### src/rtl/cuc_pkg.sv
// Shared constants, types and helper functions for the codon usage counter.
package cuc_pkg;

    // Sizing of the histogram store
    localparam int NUM_SEQUENCES = 1024;
    localparam int COUNT_WIDTH   = 32;
    localparam int NUM_BINS      = 64;
    localparam int HIST_DEPTH    = NUM_SEQUENCES * NUM_BINS;
    localparam int ADDR_W        = (HIST_DEPTH > 1) ? $clog2(HIST_DEPTH) : 1;

    // Fixed field widths
    localparam int BASE_W  = 8;
    localparam int SEQ_W   = 10;
    localparam int BIN_W   = 6;
    localparam int OFF_W   = 32;
    localparam int OCNT_W  = 32;
    localparam int CODON_W = 6;
    localparam int S_DATA_W = 24;
    localparam int M_DATA_W = 80;

    // ASCII characters of interest
    localparam logic [BASE_W-1:0] CHAR_A = 8'h41;
    localparam logic [BASE_W-1:0] CHAR_T = 8'h54;
    localparam logic [BASE_W-1:0] CHAR_G = 8'h47;
    localparam logic [BASE_W-1:0] CHAR_C = 8'h43;
    localparam logic [BASE_W-1:0] CHAR_N = 8'h4E;

    // Two-bit base codes
    localparam logic [1:0] CODE_A = 2'd0;
    localparam logic [1:0] CODE_T = 2'd1;
    localparam logic [1:0] CODE_G = 2'd2;
    localparam logic [1:0] CODE_C = 2'd3;

    // Stop codons that raise a warning
    localparam logic [CODON_W-1:0] CODON_TAA = 6'd16;
    localparam logic [CODON_W-1:0] CODON_TAG = 6'd18;

    // Item modes
    localparam logic MODE_BASE = 1'b0;
    localparam logic MODE_READ = 1'b1;

    localparam logic [COUNT_WIDTH-1:0] COUNT_MAX = '1;

    // Command handed from the framer to the histogram update stage
    typedef struct packed {
        logic                     wr;        // commit increments the bin
        logic                     is_read;   // read mode, bin value returned
        logic [ADDR_W-1:0]        addr;      // histogram entry touched
        logic                     counted;
        logic [CODON_W-1:0]       codon;
        logic                     stop;
        logic [OFF_W-1:0]         woff;
        logic                     bad;
    } t_cmd;

    // Histogram entry address from sequence and bin
    function automatic logic [ADDR_W-1:0] hist_addr(input logic [SEQ_W-1:0] seq,
                                                     input logic [BIN_W-1:0] bin);
        logic [SEQ_W+BIN_W-1:0] full;
        full = {seq, bin};
        return ADDR_W'(full);
    endfunction

endpackage

### src/rtl/cuc_framer.sv
// Codon assembly in frame 0, pending-codon tracking and histogram command issue.
module cuc_framer
    import cuc_pkg::*;
(
    input  logic              i_clk,
    input  logic              i_rst_n,
    input  logic              i_accept,
    input  logic              i_mode,
    input  logic [BASE_W-1:0] i_base,
    input  logic [SEQ_W-1:0]  i_seq_index,
    input  logic              i_end_of_seq,
    input  logic [BIN_W-1:0]  i_bin_select,
    output t_cmd              o_cmd
);

    logic [1:0]       r_phase, n_phase;
    logic [6:0]       r_partial, n_partial;
    logic [6:0]       r_pend, n_pend;
    logic             r_pend_valid, n_pend_valid;
    logic [OFF_W-1:0] r_pend_off, n_pend_off;
    logic [OFF_W-1:0] r_char_off, n_char_off;

    logic [1:0] code;
    logic       code_inv;
    logic [6:0] prev;
    logic [6:0] new_partial;
    logic       complete;
    logic       seq_ok;
    logic       commit;
    logic [CODON_W-1:0] pc;

    // Base decode
    always_comb begin
        code_inv = 1'b0;
        case (i_base)
            CHAR_A:  code = CODE_A;
            CHAR_T:  code = CODE_T;
            CHAR_G:  code = CODE_G;
            CHAR_C:  code = CODE_C;
            default: begin
                code     = CODE_A;
                code_inv = 1'b1;
            end
        endcase
    end

    assign seq_ok      = (32'(i_seq_index) < 32'(NUM_SEQUENCES));
    assign prev        = (r_phase == 2'd0) ? 7'd0 : r_partial;
    assign new_partial = {prev[6] | code_inv, prev[3:0], code};
    assign complete    = (r_phase == 2'd2);
    assign pc          = r_pend[CODON_W-1:0];
    assign commit      = (i_mode == MODE_BASE) && complete && r_pend_valid
                         && !r_pend[6] && seq_ok;

    // Command toward the histogram
    always_comb begin
        o_cmd         = '0;
        o_cmd.wr      = commit;
        o_cmd.is_read = (i_mode == MODE_READ) && seq_ok;
        o_cmd.addr    = (i_mode == MODE_READ) ? hist_addr(i_seq_index, i_bin_select)
                                              : hist_addr(i_seq_index, pc);
        o_cmd.counted = commit;
        o_cmd.codon   = commit ? pc : '0;
        o_cmd.stop    = commit && ((pc == CODON_TAA) || (pc == CODON_TAG));
        o_cmd.woff    = o_cmd.stop ? r_pend_off : '0;
        o_cmd.bad     = (i_mode == MODE_BASE) && code_inv && (i_base != CHAR_N);
    end

    // Next framing state
    always_comb begin
        n_phase      = r_phase;
        n_partial    = r_partial;
        n_pend       = r_pend;
        n_pend_valid = r_pend_valid;
        n_pend_off   = r_pend_off;
        n_char_off   = r_char_off;
        if (i_accept && (i_mode == MODE_BASE)) begin
            n_partial  = new_partial;
            n_char_off = r_char_off + 1'b1;
            if (complete) begin
                n_phase      = 2'd0;
                n_pend       = new_partial;
                n_pend_valid = 1'b1;
                n_pend_off   = r_char_off - 32'd2;
            end else begin
                n_phase = r_phase + 1'b1;
            end
            if (i_end_of_seq) begin
                n_phase      = 2'd0;
                n_partial    = '0;
                n_pend       = '0;
                n_pend_valid = 1'b0;
                n_pend_off   = '0;
                n_char_off   = '0;
            end
        end
    end

    always_ff @(posedge i_clk) begin
        if (!i_rst_n) begin
            r_phase      <= '0;
            r_partial    <= '0;
            r_pend       <= '0;
            r_pend_valid <= 1'b0;
            r_pend_off   <= '0;
            r_char_off   <= '0;
        end else begin
            r_phase      <= n_phase;
            r_partial    <= n_partial;
            r_pend       <= n_pend;
            r_pend_valid <= n_pend_valid;
            r_pend_off   <= n_pend_off;
            r_char_off   <= n_char_off;
        end
    end

endmodule

### config.mk
export PLATFORM = sky130hd
export DESIGN_NAME = cuc_framer
export DESIGN_NICKNAME = d
export VERILOG_FILES = /design/src/rtl/cuc_pkg.sv /design/src/rtl/cuc_framer.sv
export SDC_FILE = /design/constraint.sdc
export NUM_CORES = 1
export LEC_CHECK = 0
export BUFFER_PORTS_ARGS = -buffer_cell sky130_fd_sc_hd__buf_2
export CORE_ASPECT_RATIO = 1.1
export CORE_MARGIN = 2
export CORE_UTILIZATION = 50
export DETAILED_ROUTE_END_ITERATION = 16
export PLACE_DENSITY = 0.86
export SLEW_MARGIN = 10
export SYNTH_ARGS = -nofsm -noshare
export SYNTH_HDL_FRONTEND = slang
export SYNTH_SLANG_ARGS = --single-unit
### constraint.sdc
create_clock -name i_clk -period 1.8 [get_ports i_clk]
set_input_delay 0.27 -clock i_clk [delete_from_list [all_inputs] [get_ports i_clk]]
set_output_delay 0.27 -clock i_clk [all_outputs]
set_load 0.005 [all_outputs]
==> impl_results.md <==
* Worst Hold Path EP: r_phase[0]
* Post-Syn Nets at 545
* Status: finished with violations
* Die area at 9390 um^2
* PwrDens at 579 nW/um^2
* CP Data Arrival Time at 1900 ps
* CTS tree: done
* Clock share of power at 0.431
* # port buffers at 67
* Ys flop type: dfxtp_1
* Final setup fails at 58
* Slew @ Worst Pin at 438 ps
* Flop pwr share at 0.508
* Crit Reg-Reg Startpoint: r_char_off[17]
* Met3 Wirelength at 744 um
* Leakage at 2.57 nW
* Chip width at 92.6 um
* Chip height at 101 um
* Num CTS Buffers at 9
* Setup crit end kind: output port
* Placer Congestion at 0.900
* DP Worst Slack at -200 ps
* Flop-to-flop setup slack at -220 ps
* DRT Wirelength at 13.0 mm
* Worst hold start: i_rst_n
* Top post-synthesis cells by area: dfxtp_1 (37%), xnor2_1 (9.5%), and2_1 (5.7%), nand2_1 (4.3%), nor2_1 (3.7%)
* Worst setup startpoint: r_phase[0]
* Synth cell types at 50
* Max transition margin at 0.704
* Number of synthesized flops with an enable pin at 0
* FILL cells at 545
* Final Hold Viols at 0
* Max Used Layer: met4
* DR vias/cell at 5.70
* Sequential cell area fraction in the yosys report at 0.366
* ANT nets after route at 0
* Antenna violations before repair at 0
* Synth area leader: dfxtp_1
* Mapped Avg Cell Area at 8.41 um^2
* Critical path class: register to output port
* Critical Path RT at 1530 ps
* Site Rows at 35
* Min Tclk post-route at 2170 ps
* Vias at 4208
* WHS Path Cells at 2
* Post-route clock period utilization at 1.20
* Asr flop ratio synth at 0
* 1st-iter DRT viols at 372
* Boundary pin count at 88
* DRT met1 WL at 5.14 mm
* Layout cells sized above 1 at 0.402
* Root Driver: clkbuf_8
* Failing checks: negative setup slack
* Max-Cap Viols at 0
* GRT Util Overall at 0.247
* Overall Power at 3.46 mW
* NetSw at 0.824 mW
* RSZ-0062 raised after global routing: yes
* Clock Path Buffers at 2
* Clock skew at 12.6 ps
* Yosys warnings at 0
* Maximum vdd drop at 0.000667 V
* Startpoint class of the critical path: register
* Post-Syn Area at 4320 um^2
* Hold Path Class: input port to register
* Worst-case reg-to-reg path depth at 6
* Initial Util at 0.516
* Fraction of power spent switching nets at 0.238
* Post-DP HPWL at 7.41 mm
* Fmax at 0.462 GHz
* Metal2 WL at 6.72 mm
* H-tree levels at 3
* N_diodes at 0
* Worst Path Max Fanout at 17
* Setup WS post-layout at -365 ps
* Reg-to-reg endpoint: r_pend_off[25]
* Clk slew on worst S/H paths at 80 ps
* Largest net degree at the start of global routing at 33
* Core footprint at 8360 um^2
* Top cell type's share of synthesized area at 0.366
* Comb pwr share at 0.062
* Area growth syn-to-layout at 38.4%
* Avg WL per Cell at 17.6 um
* Post-Synthesis Cells at 513
* Total grt overflow at 0
* Synth Register Bits at 79
* Global-route wire length before repair at 18.5 mm
* Pint at 2.63 mW
* Skew-Pair Late Insertion Delay at 360 ps
* Drt drc at 0
* Final-report max-slew violation count at 0
* Fin nets at 654
* Drt pass-1 iters at 5
* CTS Sinks at 79
* Vias in the first global route at 3949
-- logic make-up after synthesis --
| logic type | Yosys count | share of synthesized area |
|---|---|---|
| buffers and inverters | 61 | 0.0710 |
| multiplexers | 7 | 0.0180 |
| adder cells (fa/ha/maj) | 3 | 0.00870 |
| AND/OR/NAND/NOR | 250 | 0.340 |
| flip-flops | 79 | 0.366 |
| AO/OA/AOI/OAI | 58 | 0.0841 |
| XOR/XNOR | 55 | 0.112 |
-- worst max path at each step --
stage	slack, ps	end	cells past startpoint
floorplan	-100	r_pend_off[25]	6
global placement	-120	r_pend_off[25]	6
detailed placement	-200	r_pend_off[26]	6
CTS	-340	o_cmd[2]	6
global route	-400	o_cmd[1]	6
finish	-370	o_cmd[30]	6
-- per-layer routing --
| layer | GRT usage | vias to the layer above |
|---|---|---|
| met5 | 0 | - |
| met4 | 0.108 | 0 |
| met3 | 0.0454 | 42 |
| met2 | 0.450 | 191 |
| met1 | 0.284 | 2035 |
| li1 | - | 1940 |
-- Yosys cell counts, types with 2 or more instances --
| library cell | n |
|---|---|
| dfxtp_1 | 79 |
| nand2_1 | 50 |
| xnor2_1 | 47 |
| nor2_1 | 42 |
| and2_1 | 39 |
| clkbuf_1 | 29 |
| nor3_1 | 22 |
| nor2b_1 | 20 |
| o21ai_1 | 15 |
| buf_4 | 13 |
| a22oi_1 | 12 |
| nand3_1 | 12 |
| o21ai_0 | 12 |
| or3_1 | 12 |
| inv_1 | 11 |
| xor2_1 | 8 |
| nor4_2 | 7 |
| a21boi_0 | 6 |
| a21oi_1 | 6 |
| mux2_2 | 6 |
| nor3b_1 | 6 |
| nor4_1 | 6 |
| buf_2 | 5 |
| and4_1 | 4 |
| nand2b_1 | 4 |
| nand4_1 | 4 |
| buf_6 | 3 |
| ha_1 | 3 |
| nand3b_1 | 2 |
| nand4b_1 | 2 |
| nor3_2 | 2 |
| nor4_4 | 2 |
| nor4b_1 | 2 |
| nor4b_2 | 2 |
| nor4bb_1 | 2 |
| o21ai_2 | 2 |
-- flip-flops by register name, indices dropped and copies added, names as in the netlist --
name	flops
r_partial	5
r_char_off	32
r_phase	2
r_pend	7
r_pend_off	32
r_pend_valid	1
-- stage by stage --
step	util	hold slack (ps)	area, um^2	setup TNS [ps]	instances
finish	0.714	242	5970	-13100	738
global route	0.714	252	5970	-16950	738
CTS	0.654	245	5470	-10520	724
detailed placement	0.601	437	5030	-1910	702
global placement	0.601	430	5030	-665	702
floorplan	-	417	4350	-410	513
-- critical path, cell delays in order, from the launching register on --
cell,delay (ps)
dfxtp_2,330
nand2b_4,150
nor4b_4,320
and3_4,320
buf_12,150
and2_1,140
buf_2,110
-- timing repair --
action / in CTS / in global routing
hold buffers: 0 / 0
gates cloned: 2 / 1
resized for setup: 33 / 85
setup endpoints to repair: 67 / 81
setup buffers: 5 / 14
pin swaps: 19 / 40
-- layout make-up --
| type | instances | area [um^2] | share of cell area |
|---|---|---|---|
| Sequential cell | 79 | 1600 | 0.268 |
| Timing Repair Buffer | 147 | 1070 | 0.180 |
| Clock buffer | 9 | 124 | 0.0207 |
| Clock inverter | 7 | 97.6 | 0.0163 |
| Multi-Input combinational cell | 374 | 2890 | 0.484 |
| Inverter | 11 | 43.8 | 0.00733 |
| Tap cell | 111 | 139 | 0.0233 |
-- cell usage in the layout, fill, tap and decap left out, drive strengths merged, types with 7 or more instances in the layout --
cell type	instances
nor3	24
a22oi	12
nor2b	20
nor2	42
nand3	12
xor2	8
nand2	50
nor4	15
or3	13
nor3b	7
dfxtp	79
o21ai	29
xnor2	47
inv	11
and2	40
clkbuf	9
buf	147
-- power by group through the flow --
stage / combinational, mW / sequential (mW) / clock, mW
after floorplan: 0.123 / 1.80 / 0
after global placement: 0.179 / 1.80 / 0
after detailed placement: 0.187 / 1.80 / 0
after CTS: 0.195 / 1.75 / 1.48
after global routing: 0.228 / 1.76 / 1.56
final: 0.213 / 1.75 / 1.49
(Power assumes the default switching activity.)
